[src/rtl/stop_and_wait_segment_receiver_unit_macros.svh]
// assertion helpers shared by the receiver modules
// each macro expects clk and rst_n in scope
`ifndef STOP_AND_WAIT_SEGMENT_RECEIVER_UNIT_MACROS_SVH
`define STOP_AND_WAIT_SEGMENT_RECEIVER_UNIT_MACROS_SVH

// same-cycle implication
`define SAWR_ASSERT_IMP(lbl, ante, cons, msg) \
  lbl: assert property (@(posedge clk) disable iff (!rst_n) (ante) |-> (cons)) \
    else $error(msg);

// next-cycle implication
`define SAWR_ASSERT_NXT(lbl, ante, cons, msg) \
  lbl: assert property (@(posedge clk) disable iff (!rst_n) (ante) |=> (cons)) \
    else $error(msg);

`endif

[src/rtl/sawr_pkg.sv]
`default_nettype none

package sawr_pkg;

  // widths of the fixed fields
  localparam int unsigned WORD_W = 32;
  localparam int unsigned IDX_W  = 11;
  localparam int unsigned BYTE_W = 8;

  // beat layout on the stream ports
  localparam int unsigned IN_TDATA_W  = 144;
  localparam int unsigned OUT_TDATA_W = 64;

  // result queue
  localparam int unsigned RQ_DEPTH = 8;
  localparam int unsigned RQ_PTR_W = 3;
  localparam int unsigned RQ_CNT_W = 4;

  // item operation codes
  localparam logic OP_HEADER  = 1'b0;
  localparam logic OP_PAYLOAD = 1'b1;

  // result kinds
  localparam logic KIND_DATA    = 1'b0;
  localparam logic KIND_VERDICT = 1'b1;

  // verdict status codes
  localparam logic [1:0] ST_ACCEPTED = 2'd0;
  localparam logic [1:0] ST_CHK_ERR  = 2'd1;
  localparam logic [1:0] ST_BAD_SEQ  = 2'd2;

  // one input item
  typedef struct packed {
    logic              operation;
    logic [WORD_W-1:0] seq_no;          // signed
    logic [WORD_W-1:0] ack_no;          // signed
    logic [WORD_W-1:0] header_checksum; // signed
    logic              last_segment;
    logic [WORD_W-1:0] payload_length;  // signed
    logic [BYTE_W-1:0] data_byte;
  } item_t;

  // one result item
  typedef struct packed {
    logic              kind;
    logic [BYTE_W-1:0] out_byte;
    logic [IDX_W-1:0]  byte_index;
    logic [1:0]        status;
    logic              send_ack;
    logic              ack_number;
    logic              ack_checksum;
    logic [WORD_W-1:0] packets_accepted;
    logic              transfer_done;
    logic              last_of_run;
  } res_t;

  // up to two results written into the queue in one cycle, first one first
  typedef struct packed {
    logic v0;
    res_t r0;
    logic v1;
    res_t r1;
  } push_t;

endpackage

`default_nettype wire

[src/rtl/sawr_fifo.sv]
`default_nettype none

module sawr_fifo (
  input  wire logic                          clk,
  input  wire logic                          rst_n,
  input  wire sawr_pkg::push_t               push,
  output logic [sawr_pkg::RQ_CNT_W-1:0]      count,
  output logic                               out_valid,
  input  wire logic                          out_ready,
  output sawr_pkg::res_t                     out_res
);
  import sawr_pkg::*;

  res_t                mem_r [RQ_DEPTH];
  logic [RQ_PTR_W-1:0] wr_ptr_r;
  logic [RQ_PTR_W-1:0] wr_ptr_nxt;
  logic [RQ_PTR_W-1:0] rd_ptr_r;
  logic [RQ_PTR_W-1:0] rd_ptr_nxt;
  logic [RQ_CNT_W-1:0] count_r;
  logic [RQ_CNT_W-1:0] count_nxt;
  logic [RQ_PTR_W-1:0] wr_ptr_1;
  logic [1:0]          push_n;
  logic                pop;

  // handshake and counts
  assign pop       = out_valid && out_ready;
  assign push_n    = {1'b0, push.v0} + {1'b0, push.v1};
  assign wr_ptr_1  = wr_ptr_r + RQ_PTR_W'(1);
  assign out_valid = (count_r != '0);
  assign out_res   = mem_r[rd_ptr_r];
  assign count     = count_r;

  always_comb begin
    wr_ptr_nxt = wr_ptr_r + RQ_PTR_W'(push_n);
    rd_ptr_nxt = rd_ptr_r + RQ_PTR_W'(pop);
    count_nxt  = count_r + RQ_CNT_W'(push_n) - RQ_CNT_W'(pop);
  end

  // pointers
  always_ff @(posedge clk) begin
    if (!rst_n) begin
      wr_ptr_r <= '0;
      rd_ptr_r <= '0;
      count_r  <= '0;
    end else begin
      wr_ptr_r <= wr_ptr_nxt;
      rd_ptr_r <= rd_ptr_nxt;
      count_r  <= count_nxt;
    end
  end

  // entry storage, two writes at consecutive slots
  always_ff @(posedge clk) begin
    if (push.v0) begin
      mem_r[wr_ptr_r] <= push.r0;
    end
    if (push.v1) begin
      mem_r[wr_ptr_1] <= push.r1;
    end
  end

  `include "stop_and_wait_segment_receiver_unit_macros.svh"

  `SAWR_ASSERT_IMP(a_no_overflow, push_n != 2'd0, ({1'b0, count_r} + {3'b0, push_n}) <= (RQ_CNT_W + 1)'(RQ_DEPTH), "result queue overflow")
  `SAWR_ASSERT_IMP(a_second_after_first, push.v1, push.v0, "second result pushed without a first")
  `SAWR_ASSERT_NXT(a_count_tracks, pop && (push_n == 2'd0), count_r == $past(count_r) - RQ_CNT_W'(1), "queue count lost a pop")

endmodule

`default_nettype wire

[src/rtl/sawr_proc.sv]
`default_nettype none

module sawr_proc #(
  parameter int unsigned PAYLOAD_BYTES = 1046
) (
  input  wire logic                          clk,
  input  wire logic                          rst_n,
  input  wire logic                          in_valid,
  output logic                               in_ready,
  input  wire sawr_pkg::item_t               in_item,
  input  wire logic [sawr_pkg::RQ_CNT_W-1:0] q_count,
  output sawr_pkg::push_t                    push
);
  import sawr_pkg::*;

  localparam logic [IDX_W-1:0]  PB      = IDX_W'(PAYLOAD_BYTES);
  localparam logic [IDX_W-1:0]  PB_LAST = IDX_W'(PAYLOAD_BYTES - 1);
  localparam logic [WORD_W-1:0] PB_WORD = WORD_W'(PAYLOAD_BYTES);

  // input register
  logic  s1_valid_r;
  item_t s1_item_r;

  // segment state
  logic              expected_bit_r,   expected_bit_nxt;
  logic [WORD_W-1:0] running_xor_r,    running_xor_nxt;
  logic [WORD_W-1:0] held_seq_r,       held_seq_nxt;
  logic [WORD_W-1:0] held_checksum_r,  held_checksum_nxt;
  logic              held_last_r,      held_last_nxt;
  logic [IDX_W-1:0]  held_length_r,    held_length_nxt;
  logic [IDX_W-1:0]  byte_counter_r,   byte_counter_nxt;
  logic [WORD_W-1:0] accepted_count_r, accepted_count_nxt;

  logic [RQ_CNT_W:0] occ;
  logic              in_accept;
  logic              is_header;
  logic              is_byte;
  logic [WORD_W-1:0] byte_xor;
  logic              has_data;
  logic              has_verdict;
  logic              chk_bad;
  logic              seq_bad;
  logic              verdict_ok;
  res_t              data_res;
  res_t              verdict_res;

  // take a beat only if the queue can absorb two results from it and from the one in flight
  assign occ       = {1'b0, q_count} + {{(RQ_CNT_W - 1){1'b0}}, s1_valid_r, 1'b0};
  assign in_ready  = rst_n && (occ <= (RQ_CNT_W + 1)'(RQ_DEPTH - 2));
  assign in_accept = in_valid && in_ready;

  always_ff @(posedge clk) begin
    if (!rst_n) begin
      s1_valid_r <= 1'b0;
    end else begin
      s1_valid_r <= in_accept;
    end
  end

  always_ff @(posedge clk) begin
    if (in_accept) begin
      s1_item_r <= in_item;
    end
  end

  // decode of the registered item
  assign is_header   = s1_valid_r && (s1_item_r.operation == OP_HEADER);
  assign is_byte     = s1_valid_r && (s1_item_r.operation == OP_PAYLOAD) && (byte_counter_r < PB);
  assign byte_xor    = running_xor_r ^ {{(WORD_W - BYTE_W){s1_item_r.data_byte[BYTE_W-1]}},
                                        s1_item_r.data_byte};
  assign has_data    = is_byte && (byte_counter_r < held_length_r);
  assign has_verdict = is_byte && (byte_counter_r == PB_LAST);
  assign chk_bad     = (held_checksum_r != byte_xor);
  assign seq_bad     = (held_seq_r != {{(WORD_W - 1){1'b0}}, expected_bit_r});
  assign verdict_ok  = has_verdict && !chk_bad && !seq_bad;

  // state update
  always_comb begin
    expected_bit_nxt   = expected_bit_r;
    running_xor_nxt    = running_xor_r;
    held_seq_nxt       = held_seq_r;
    held_checksum_nxt  = held_checksum_r;
    held_last_nxt      = held_last_r;
    held_length_nxt    = held_length_r;
    byte_counter_nxt   = byte_counter_r;
    accepted_count_nxt = accepted_count_r;
    if (is_header) begin
      running_xor_nxt   = s1_item_r.seq_no ^ s1_item_r.ack_no ^
                          {{(WORD_W - 1){1'b0}}, s1_item_r.last_segment} ^
                          s1_item_r.payload_length;
      held_seq_nxt      = s1_item_r.seq_no;
      held_checksum_nxt = s1_item_r.header_checksum;
      held_last_nxt     = s1_item_r.last_segment;
      // clamp the length to 0..PAYLOAD_BYTES
      priority if (s1_item_r.payload_length[WORD_W-1]) begin
        held_length_nxt = '0;
      end else if (s1_item_r.payload_length > PB_WORD) begin
        held_length_nxt = PB;
      end else begin
        held_length_nxt = s1_item_r.payload_length[IDX_W-1:0];
      end
      byte_counter_nxt = '0;
    end else if (is_byte) begin
      running_xor_nxt  = byte_xor;
      byte_counter_nxt = byte_counter_r + IDX_W'(1);
      if (verdict_ok) begin
        expected_bit_nxt   = ~expected_bit_r;
        accepted_count_nxt = accepted_count_r + WORD_W'(1);
      end
    end
  end

  always_ff @(posedge clk) begin
    if (!rst_n) begin
      expected_bit_r   <= 1'b0;
      running_xor_r    <= '0;
      held_seq_r       <= '0;
      held_checksum_r  <= '0;
      held_last_r      <= 1'b0;
      held_length_r    <= '0;
      byte_counter_r   <= '0;
      accepted_count_r <= '0;
    end else begin
      expected_bit_r   <= expected_bit_nxt;
      running_xor_r    <= running_xor_nxt;
      held_seq_r       <= held_seq_nxt;
      held_checksum_r  <= held_checksum_nxt;
      held_last_r      <= held_last_nxt;
      held_length_r    <= held_length_nxt;
      byte_counter_r   <= byte_counter_nxt;
      accepted_count_r <= accepted_count_nxt;
    end
  end

  // tentative data result
  always_comb begin
    data_res             = '0;
    data_res.kind        = KIND_DATA;
    data_res.out_byte    = s1_item_r.data_byte;
    data_res.byte_index  = byte_counter_r;
    data_res.last_of_run = !has_verdict;
  end

  // verdict result
  always_comb begin
    verdict_res                  = '0;
    verdict_res.kind             = KIND_VERDICT;
    verdict_res.last_of_run      = 1'b1;
    verdict_res.packets_accepted = accepted_count_r;
    priority if (chk_bad) begin
      verdict_res.status = ST_CHK_ERR;
    end else if (seq_bad) begin
      verdict_res.status       = ST_BAD_SEQ;
      verdict_res.send_ack     = 1'b1;
      verdict_res.ack_number   = expected_bit_r;
      verdict_res.ack_checksum = ~expected_bit_r;
    end else begin
      verdict_res.status           = ST_ACCEPTED;
      verdict_res.send_ack         = 1'b1;
      verdict_res.ack_number       = ~expected_bit_r;
      verdict_res.ack_checksum     = expected_bit_r;
      verdict_res.packets_accepted = accepted_count_r + WORD_W'(1);
      verdict_res.transfer_done    = held_last_r;
    end
  end

  // pack results in order into the queue write
  always_comb begin
    push.v0 = has_data || has_verdict;
    push.r0 = has_data ? data_res : verdict_res;
    push.v1 = has_data && has_verdict;
    push.r1 = verdict_res;
  end

  `include "stop_and_wait_segment_receiver_unit_macros.svh"

  `SAWR_ASSERT_IMP(a_counter_bound, 1'b1, byte_counter_r <= PB, "byte counter past segment size")
  `SAWR_ASSERT_NXT(a_bit_toggles, verdict_ok, expected_bit_r != $past(expected_bit_r), "expected bit did not toggle on accept")

endmodule

`default_nettype wire

[src/rtl/stop_and_wait_segment_receiver_unit.sv]
// Stop-and-wait segment receiver. A segment is one header beat (in_tuser = 0) followed by
// exactly PAYLOAD_BYTES payload beats (in_tuser = 1). Payload bytes below the clamped length
// come out at once as tentative data results (out_tuser = 0); the last payload beat also
// yields a verdict result (out_tuser = 1) with status, ack to send and the accepted count.
// out_tlast marks the final result caused by one input beat. One beat is taken every cycle
// while in_tready is high; the path is an input register, combinational checksum, counter
// and verdict logic, and an 8-entry result queue. Only a stall on the result side holds off
// input, once the queue has fewer than two free slots beyond the beat in flight.
`default_nettype none

module stop_and_wait_segment_receiver_unit #(
  parameter int unsigned PAYLOAD_BYTES = 1046
) (
  input  wire logic                               clk,
  input  wire logic                               rst_n,
  input  wire logic                               in_tvalid,
  output logic                                    in_tready,
  // seq_no[31:0], ack_no[63:32], header_checksum[95:64], last_segment[96],
  // payload_length[128:97], data_byte[136:129], zero fill[143:137]
  input  wire logic [sawr_pkg::IN_TDATA_W-1:0]    in_tdata,
  // operation[0]
  input  wire logic                               in_tuser,
  output logic                                    out_tvalid,
  input  wire logic                               out_tready,
  // out_byte[7:0], byte_index[18:8], status[20:19], send_ack[21], ack_number[22],
  // ack_checksum[23], packets_accepted[55:24], transfer_done[56], zero fill[63:57]
  output logic [sawr_pkg::OUT_TDATA_W-1:0]        out_tdata,
  // kind[0]
  output logic                                    out_tuser,
  output logic                                    out_tlast
);
  import sawr_pkg::*;

  item_t               in_item;
  push_t               push;
  res_t                out_res;
  logic [RQ_CNT_W-1:0] q_count;

  // unpack the input beat
  assign in_item.operation       = in_tuser;
  assign in_item.seq_no          = in_tdata[31:0];
  assign in_item.ack_no          = in_tdata[63:32];
  assign in_item.header_checksum = in_tdata[95:64];
  assign in_item.last_segment    = in_tdata[96];
  assign in_item.payload_length  = in_tdata[128:97];
  assign in_item.data_byte       = in_tdata[136:129];

  sawr_proc #(
    .PAYLOAD_BYTES (PAYLOAD_BYTES)
  ) u_proc (
    .clk      (clk),
    .rst_n    (rst_n),
    .in_valid (in_tvalid),
    .in_ready (in_tready),
    .in_item  (in_item),
    .q_count  (q_count),
    .push     (push)
  );

  sawr_fifo u_fifo (
    .clk       (clk),
    .rst_n     (rst_n),
    .push      (push),
    .count     (q_count),
    .out_valid (out_tvalid),
    .out_ready (out_tready),
    .out_res   (out_res)
  );

  // pack the result beat
  assign out_tuser = out_res.kind;
  assign out_tlast = out_res.last_of_run;
  assign out_tdata = {7'b0,
                      out_res.transfer_done,
                      out_res.packets_accepted,
                      out_res.ack_checksum,
                      out_res.ack_number,
                      out_res.send_ack,
                      out_res.status,
                      out_res.byte_index,
                      out_res.out_byte};

endmodule

`default_nettype wire

[config.mk]
export PLATFORM = sky130hd
export DESIGN_NAME = stop_and_wait_segment_receiver_unit
export DESIGN_NICKNAME = d
export VERILOG_FILES = /design/src/rtl/sawr_pkg.sv /design/src/rtl/sawr_fifo.sv /design/src/rtl/sawr_proc.sv /design/src/rtl/stop_and_wait_segment_receiver_unit.sv
export VERILOG_INCLUDE_DIRS = /design/src /design/src/rtl
export SDC_FILE = /design/constraint.sdc
export NUM_CORES = 1
export LEC_CHECK = 0
export ABC_CLOCK_PERIOD_IN_PS = 6100
export BUFFER_PORTS_ARGS = -buffer_cell sky130_fd_sc_hd__clkbuf_2
export CAP_MARGIN = 15
export CORE_ASPECT_RATIO = 0.7
export CORE_MARGIN = 8
export CORE_UTILIZATION = 50
export DETAILED_ROUTE_END_ITERATION = 8
export HOLD_SLACK_MARGIN = 0.05
export PLACE_DENSITY = 0.68
export SLEW_MARGIN = 20
export SYNTH_ARGS = -nofsm -noshare
export SYNTH_HDL_FRONTEND = slang
export SYNTH_SLANG_ARGS = --single-unit
[constraint.sdc]
create_clock -name clk -period 6.1 [get_ports clk]
set_input_delay 0.305 -clock clk [delete_from_list [all_inputs] [get_ports clk]]
set_output_delay 0.305 -clock clk [all_outputs]
set_load 0.01 [all_outputs]
After elaboration in Yosys (flattened, before gate mapping):

Memories as Yosys holds them, arrays and structs flattened. A register that Yosys moved wholly into a read port is not among the register bits.
Index checks and enable logic that the tools add are counted.

* bits of input ports: 149
* memories kept: 1
* register bits: 301
* logic and storage cells: 77
* output and inout bits: 68
* RAM bits: 472

* bitwise operators: 8
* muxes and demuxes: 14
* equality and inequality tests: 3
* add/sub/neg operators: 9
* reduce and logical (&&, ||, !) cells: 19
* $lt $le $gt $ge: 4

Memory list
* u_fifo.mem_r: depth 8, width 59, read ports 1, clocked after memory_dff 1, write ports 2, RTL line sawr_fifo.sv:14 `res_t mem_r [RQ_DEPTH];`

Operators with widths (number)
* XOR 32 bit: 3
* 2-to-1 mux 32 bit: 2
* 2-to-1 mux 59 bit: 1
* 2-to-1 mux 36 bit: 1
* 2-to-1 mux 33 bit: 1
* adder 32 x 1 -> 32 bit (second input constant): 1
* greater-than comparator 32 x 11 -> 1 bit (second input constant): 1
* != test 32 x 1 -> 1 bit: 1
* != test 32 bit: 1
* XOR 32 x 1 -> 32 bit: 1
* 2-to-1 mux 11 bit: 2
* adder 11 x 1 -> 11 bit (second input constant): 1
* equality test 11 bit (second input constant): 1
* logical AND 1 bit: 11
* less-than comparator 11 bit: 1
* less-than comparator 11 bit (second input constant): 1
* adder 4 x 2 -> 5 bit: 1
* less-or-equal comparator 5 x 3 -> 1 bit (second input constant): 1
* 2-to-1 mux 5 bit: 1
* adder 4 x 2 -> 4 bit: 1
* 2-to-1 mux 1 bit: 4
* NOT 1 bit: 4
* nonzero test 4 bit: 1
* subtractor 4 x 1 -> 4 bit: 1
* 11 further kinds: 13

Longest topological paths before layout:

* word-level depth: 7
* mapped depth: 18
* depth with buffers taken out: 17

Hierarchy:

From an unflattened synthesis, not the netlist that was laid out.

* cells, all modules: 2617
* area, all modules: 37285.8 µm²

By module, submodules not included
* sawr_fifo: instances 1, area each 23960.5 µm², cells each 1284, seq. area each 14373.8 µm²
* sawr_proc: instances 1, area each 13269.0 µm², cells each 1325, seq. area each 7206.9 µm²
* stop_and_wait_segment_receiver_unit: instances 1, area each 56.3 µm², cells each 8, seq. area each 0.0 µm²

Least setup slack after synthesis:

Ideal clock, no wire load.

* path kind: register to register
* from: register u_proc.s1_valid_r
* to: register u_proc.s1_item_r, in the netlist u_proc.data_res[50], enable pin
* stages on the path, launching flop included: 7
* setup time: 513 ps
* buffers on the path: 0
* clock period less this slack: 4952 ps
* required time: 5587 ps
* data arrival time: 4439 ps
* slack: 1148 ps
* cells stage by stage: dfxtp_1 > ha_1 > ha_1 > xnor2_1 > nand3_1 > a31oi_1 > and2_1

* word-level cells in the longest chain between the ends: 4

RTL lines
* from (decl): RTL line sawr_proc.sv:21 `logic s1_valid_r;`
* from (signal assigned): RTL line sawr_proc.sv:56 `s1_valid_r <= in_accept;`
* adder 4 x 2 -> 5 bit: RTL line sawr_proc.sv:48 `assign occ = {1'b0, q_count} + {{(RQ_CNT_W - 1){1'b0}}, s1_valid_r, 1'b0};`
* less-or-equal comparator 5 x 3 -> 1 bit: RTL line sawr_proc.sv:49 `assign in_ready = rst_n && (occ <= (RQ_CNT_W + 1)'(RQ_DEPTH - 2));`
* logical AND 1 bit: RTL line sawr_proc.sv:49
* via in_tready: RTL line stop_and_wait_segment_receiver_unit.sv:17 `output logic in_tready,`
* logical AND 1 bit: RTL line sawr_proc.sv:50 `assign in_accept = in_valid && in_ready;`
* via u_proc.in_accept: RTL line sawr_proc.sv:35 `logic in_accept;`
* to (signal assigned): RTL line sawr_proc.sv:62 `s1_item_r <= in_item;`
* to (decl): RTL line sawr_proc.sv:22 `item_t s1_item_r;`

The timed path passes the listed nets, and every way through them passes these cells.
A chain may end at the register's enable or synchronous reset.

==> results.md <==
- The run finished with clean final reports.
- Entering global routing, the biggest net connects 97 pins.
- Of the total power, the clock network draws 0.368.
- The clock reaches the later pin of the worst-skew pair after 0.63 ns.
- The type of the most critical hold path is primary input to register.
- The sequential cell area fraction in the yosys report is 0.613.
- The category of the most critical setup path is register to register.
- The count of mapped cells out of synthesis is 2560.
- The clock tree root driver cell is sky130_fd_sc_hd__clkbuf_16.
- The count of endpoints failing hold in the final timing report was 0.
- 0 antenna diodes ended up in the layout.
- The per-cell via count in the routed design is 5.77.
- The die boundary width is 321 um.
- Buffers placed on the I/O ports in this run total 202.
- The share of synthesized area in the top cell type comes to 0.409.
- The fraction of synthesis flops using an asynchronous set or reset pin is 0.
- In the final layout, the share of cells above drive strength 1 is 0.203.
- The synthesized netlist contains 55 unique library cells.
- The final routed wire length divided by cell count is 22.2 um.
- Of the total power, the share spent switching nets is 0.257.
- The number of pins exceeding their max-slew limit in the final report was 0.
- The total overflow reported by the global router is 0.
- IR analysis of the VDD net gives a maximum drop of 0.238 mV.
- In the global route stage, overall resource usage came out at 0.224.
- Once placement finished, the instance area stood at 34400 um^2.
- The number of ports placed on the die boundary is 217.
- The area of the core is 64500 um^2.
- The adder and majority gate portion of the synthesized area is 0.0124.
- The level count of the clock H-tree is 3.
- The end-of-flow core utilization is 0.592.
- The number of global-route vias before repair came to 22200.
- Clock-pin slew was measured on the worst setup and hold paths at 0.06 ns.
- Averaged over all synthesized cells, the footprint is 12.7 um^2.
- The final critical path time including I/O delays and setup is 4.40 ns.
- The wire length of the first global-routing pass is 129000 um.
- The main flop type after synthesis is sky130_fd_sc_hd__edfxtp_1.
- The complex-gate fraction of the synthesized area came to 0.0773.
- At the placement stage, the worst setup path has a slack of 1.73 ns.
- From bottom edge to top edge, the die measures 229 um.
- The leading cell type by number of instances after synthesis is sky130_fd_sc_hd__edfxtp_1.
- The number of vias in the routed layout is 21900.
- Relative to the synthesized area, the layout overhead comes to 17.5%.
- STA classifies the critical path startpoint as a register.
- In this run the cell area of the synthesized design comes to 32500 um^2.
- Counting flops with a built-in enable in the synthesized netlist gives 442.
- Hold is met by 0.149 ns.
- For this design the ratio of total power to cell area is 328 nW/um^2.
- The dominant combinational cell family by area after synthesis is simple AND/OR/NAND/NOR gates.
- The starting density of the core is 0.504.
- The total net switching power is 3220 uW.
- Counting the buffers created by CTS gives 76.
- The proportion of power drawn by flip-flops and latches is 0.474.
- The number of cell rows is 78.
- For the final database, setup skew stands at 0.0231 ns.
- The first routing iteration left 2185 violations.
- By count the netlist is led by sky130_fd_sc_hd__edfxtp_1 (442), sky130_fd_sc_hd__nor2_1 (392), sky130_fd_sc_hd__dfxtp_1 (331), sky130_fd_sc_hd__nand2_1 (212), sky130_fd_sc_hd__a22o_1 (153).
- The internal portion of the total power is 9310 uW.
- The area of all placed cells without fillers is 38200 um^2.
- The residual antenna-violating net count after detailed routing is 0.
- The fraction of synthesized area in multiplexers is 0.103.
- Summed over all nets, the half-perimeter wirelength after detailed placement is 51300 um.
- The total die area is 73500 um^2.
- The worst slew margin relative to its limit is 0.217.
- Based on the critical path, the design can be clocked at up to 227 MHz.
- The number of antenna violations at the first check in global routing is 1.
- No sink is reached through more buffers than the 3 on the longest clock path.
- Across the run, the number of max-cap violations was 0.
- STA puts the critical path data required time at 6.34 ns.
- The analysis attributes to cell leakage a power of 0.0130 uW.
- Of the total synthesized cell area, the portion taken by XOR and XNOR cells is 0.0543.
- Summed over all instances, the cell type with the most area after synthesis is sky130_fd_sc_hd__edfxtp_1.
- Of all nets on the critical path, the largest fanout is 38.
- The setup check on the worst reg-to-reg path leaves a slack of 1.70 ns.
- Setup repair after global routing left no endpoint under its margin.
- For this run, the detailed router's first-pass iteration total came to 5.
- The final routed DRC violation total is 0.
- At the pin with the least slew margin, the transition time is 1.18 ns.
- At the end of the flow, the number of nets in the layout was 3027.
- The share of synthesized cell area in and, or, nand and nor gates is 0.113.
- Summed over all failing endpoints, the final setup total negative slack is 0 ns.
- Routability-driven placement finished with a final weighted congestion of 0.838.
- The critical path arrival is 4.64 ns.
- The worst setup path is captured at a register.
- The number of clock sinks seen by CTS is 773.
- The aggregate routed wire length is 84000 um.
- The synthesized design contains 773 register bits.
- Setup violations remaining at the end of the flow were counted as 0.
- The number of synthesis warnings is 0.
- The setup slack after layout is 1.70 ns.
- In the post-synthesis netlist, the biggest area contributors are sky130_fd_sc_hd__edfxtp_1 (41%), sky130_fd_sc_hd__dfxtp_1 (20%), sky130_fd_sc_hd__mux4_2 (8.2%), sky130_fd_sc_hd__nor2_1 (4.5%), sky130_fd_sc_hd__a22o_1 (4.1%).
- In the finished design, the share of the clock period the worst path needs comes to 0.721.
- The TritonCTS clock tree is yes.
- The count of instances resized after the clock tree is built is 0.
- The power share of the combinational group is 0.158.
power groups by stage:
stage | sequential (uW) | clock, uW | combinational (uW)
floorplan | 5900 | 0 | 1470
global placement | 6040 | 0 | 1890
detailed placement | 6050 | 0 | 1920
CTS | 5940 | 4670 | 2000
global route | 5960 | 4890 | 2130
finish | 5940 | 4610 | 1980
what timing repair did:
item / CTS / global route
hold buffers: 139 / 0
setup buffers: 0 / 0
endpoints found under the hold margin: 139 / 0
layout by cell type, fill, tap and decap left out, types with 6 or more instances in the layout:
cell                            synthesis  layout
sky130_fd_sc_hd__edfxtp_1             442     442
sky130_fd_sc_hd__nor2_1               392     386
sky130_fd_sc_hd__dfxtp_1              331     328
sky130_fd_sc_hd__nand2_1              212     212
sky130_fd_sc_hd__clkbuf_2               0     203
sky130_fd_sc_hd__a22o_1               153     153
sky130_fd_sc_hd__dlygate4sd3_1          0     139
sky130_fd_sc_hd__mux4_2               118     118
sky130_fd_sc_hd__xnor2_1              102     102
sky130_fd_sc_hd__a21oi_1              104      96
sky130_fd_sc_hd__xor2_1                84      84
sky130_fd_sc_hd__clkbuf_16              0      78
sky130_fd_sc_hd__mux2_2                59      59
sky130_fd_sc_hd__buf_4                  9      45
sky130_fd_sc_hd__o21ai_0               39      39
sky130_fd_sc_hd__inv_1                 38      37
sky130_fd_sc_hd__a211oi_1              36      36
sky130_fd_sc_hd__nand3_1               33      33
sky130_fd_sc_hd__nor4_1                31      30
sky130_fd_sc_hd__ha_1                  29      29
sky130_fd_sc_hd__nand4_1               28      28
sky130_fd_sc_hd__or3_1                 23      23
sky130_fd_sc_hd__clkbuf_1             139      22
sky130_fd_sc_hd__nor3_1                14      14
sky130_fd_sc_hd__nor2_2                 9      14
sky130_fd_sc_hd__clkinv_2               0      13
sky130_fd_sc_hd__and2_1                12      11
sky130_fd_sc_hd__and3_1                10      10
sky130_fd_sc_hd__or4_1                  9       9
sky130_fd_sc_hd__nor4_4                 9       9
sky130_fd_sc_hd__clkbuf_8               0       9
sky130_fd_sc_hd__a21oi_4                0       8
sky130_fd_sc_hd__conb_1                 1       7
sky130_fd_sc_hd__nor2b_1                7       6
sky130_fd_sc_hd__nand2b_1               7       6
sky130_fd_sc_hd__xnor3_1                6       6
sky130_fd_sc_hd__clkinv_1               0       6
stage by stage:
step                total power [uW]  cells
floorplan                       7370   2566
global placement                7930   3510
detailed placement              7970   3510
CTS                            12600   3791
global route                   13000   3791
finish                         12500   3791
worst paths after layout:
kind                                       endpoint                startpoint  depth (start not counted)
worst max-delay path            u_fifo.mem_r[5][15]  u_proc.byte_counter_r[3]                         15
worst min register to register  u_fifo.mem_r[6][58]       u_fifo.mem_r[6][58]                          2
worst max register to register  u_fifo.mem_r[5][15]  u_proc.byte_counter_r[3]                         15
worst min-delay path             u_fifo.rd_ptr_r[1]                     rst_n                          2
cells by family (layout without fill, tap and decap cells):
kind of cell,after synthesis,after routing
simple gates,808,808
flops,773,773
compound gates,355,355
buf+inv,221,566
xor+xnor,192,192
mux,179,179
fa+ha+maj,31,31
other cells,1,7
critical path, stage by stage (launching register included):
cell                       delay (ns)
sky130_fd_sc_hd__dfxtp_1         0.50
sky130_fd_sc_hd__a21o_1          0.29
sky130_fd_sc_hd__a31o_2          0.25
sky130_fd_sc_hd__a21oi_1         0.14
sky130_fd_sc_hd__buf_4           0.26
sky130_fd_sc_hd__o211a_1         0.20
sky130_fd_sc_hd__o21ai_2         0.06
sky130_fd_sc_hd__buf_4           0.25
sky130_fd_sc_hd__inv_1           0.12
sky130_fd_sc_hd__ha_1            0.25
sky130_fd_sc_hd__nand2b_1        0.16
sky130_fd_sc_hd__nor3_1          0.47
sky130_fd_sc_hd__nor2_2          0.09
sky130_fd_sc_hd__buf_4           0.24
sky130_fd_sc_hd__inv_1           0.09
sky130_fd_sc_hd__buf_4           0.58
registers in the layout, indices dropped and copies added (netlist names), 3 cells and up:
name and flops:
u_proc.s1_item_r 130, u_proc.held_checksum_r 32, u_proc.data_res 8, u_proc.byte_counter_r 11, u_proc.held_seq_r 32, u_fifo.rd_ptr_r 3
u_proc.running_xor_r 32, u_proc.accepted_count_r 32, u_fifo.wr_ptr_r 3, u_fifo.count 4, u_fifo.mem_r 472, u_proc.held_length_r 11
metal layers:
metal / vias up / share of wire / track usage
li1: 9873 / - / -
met2: 899 / 0.47 / 0.361
met4: 0 / 0.021 / 0.0570
met3: 138 / 0.077 / 0.0427
met1: 11000 / 0.43 / 0.311
met5: - / 0 / 0
cell type report:
class / instances / area [um^2]
clock inverter: 31 / 260
sequential: 773 / 19900
multi-input combinational: 1572 / 11900
timing repair buffer: 386 / 2740
fill: 4931 / 26300
tap: 880 / 1100
inverter: 38 / 145
clock buffer: 111 / 2170
Note: power is estimated with default switching activity, not from simulation.
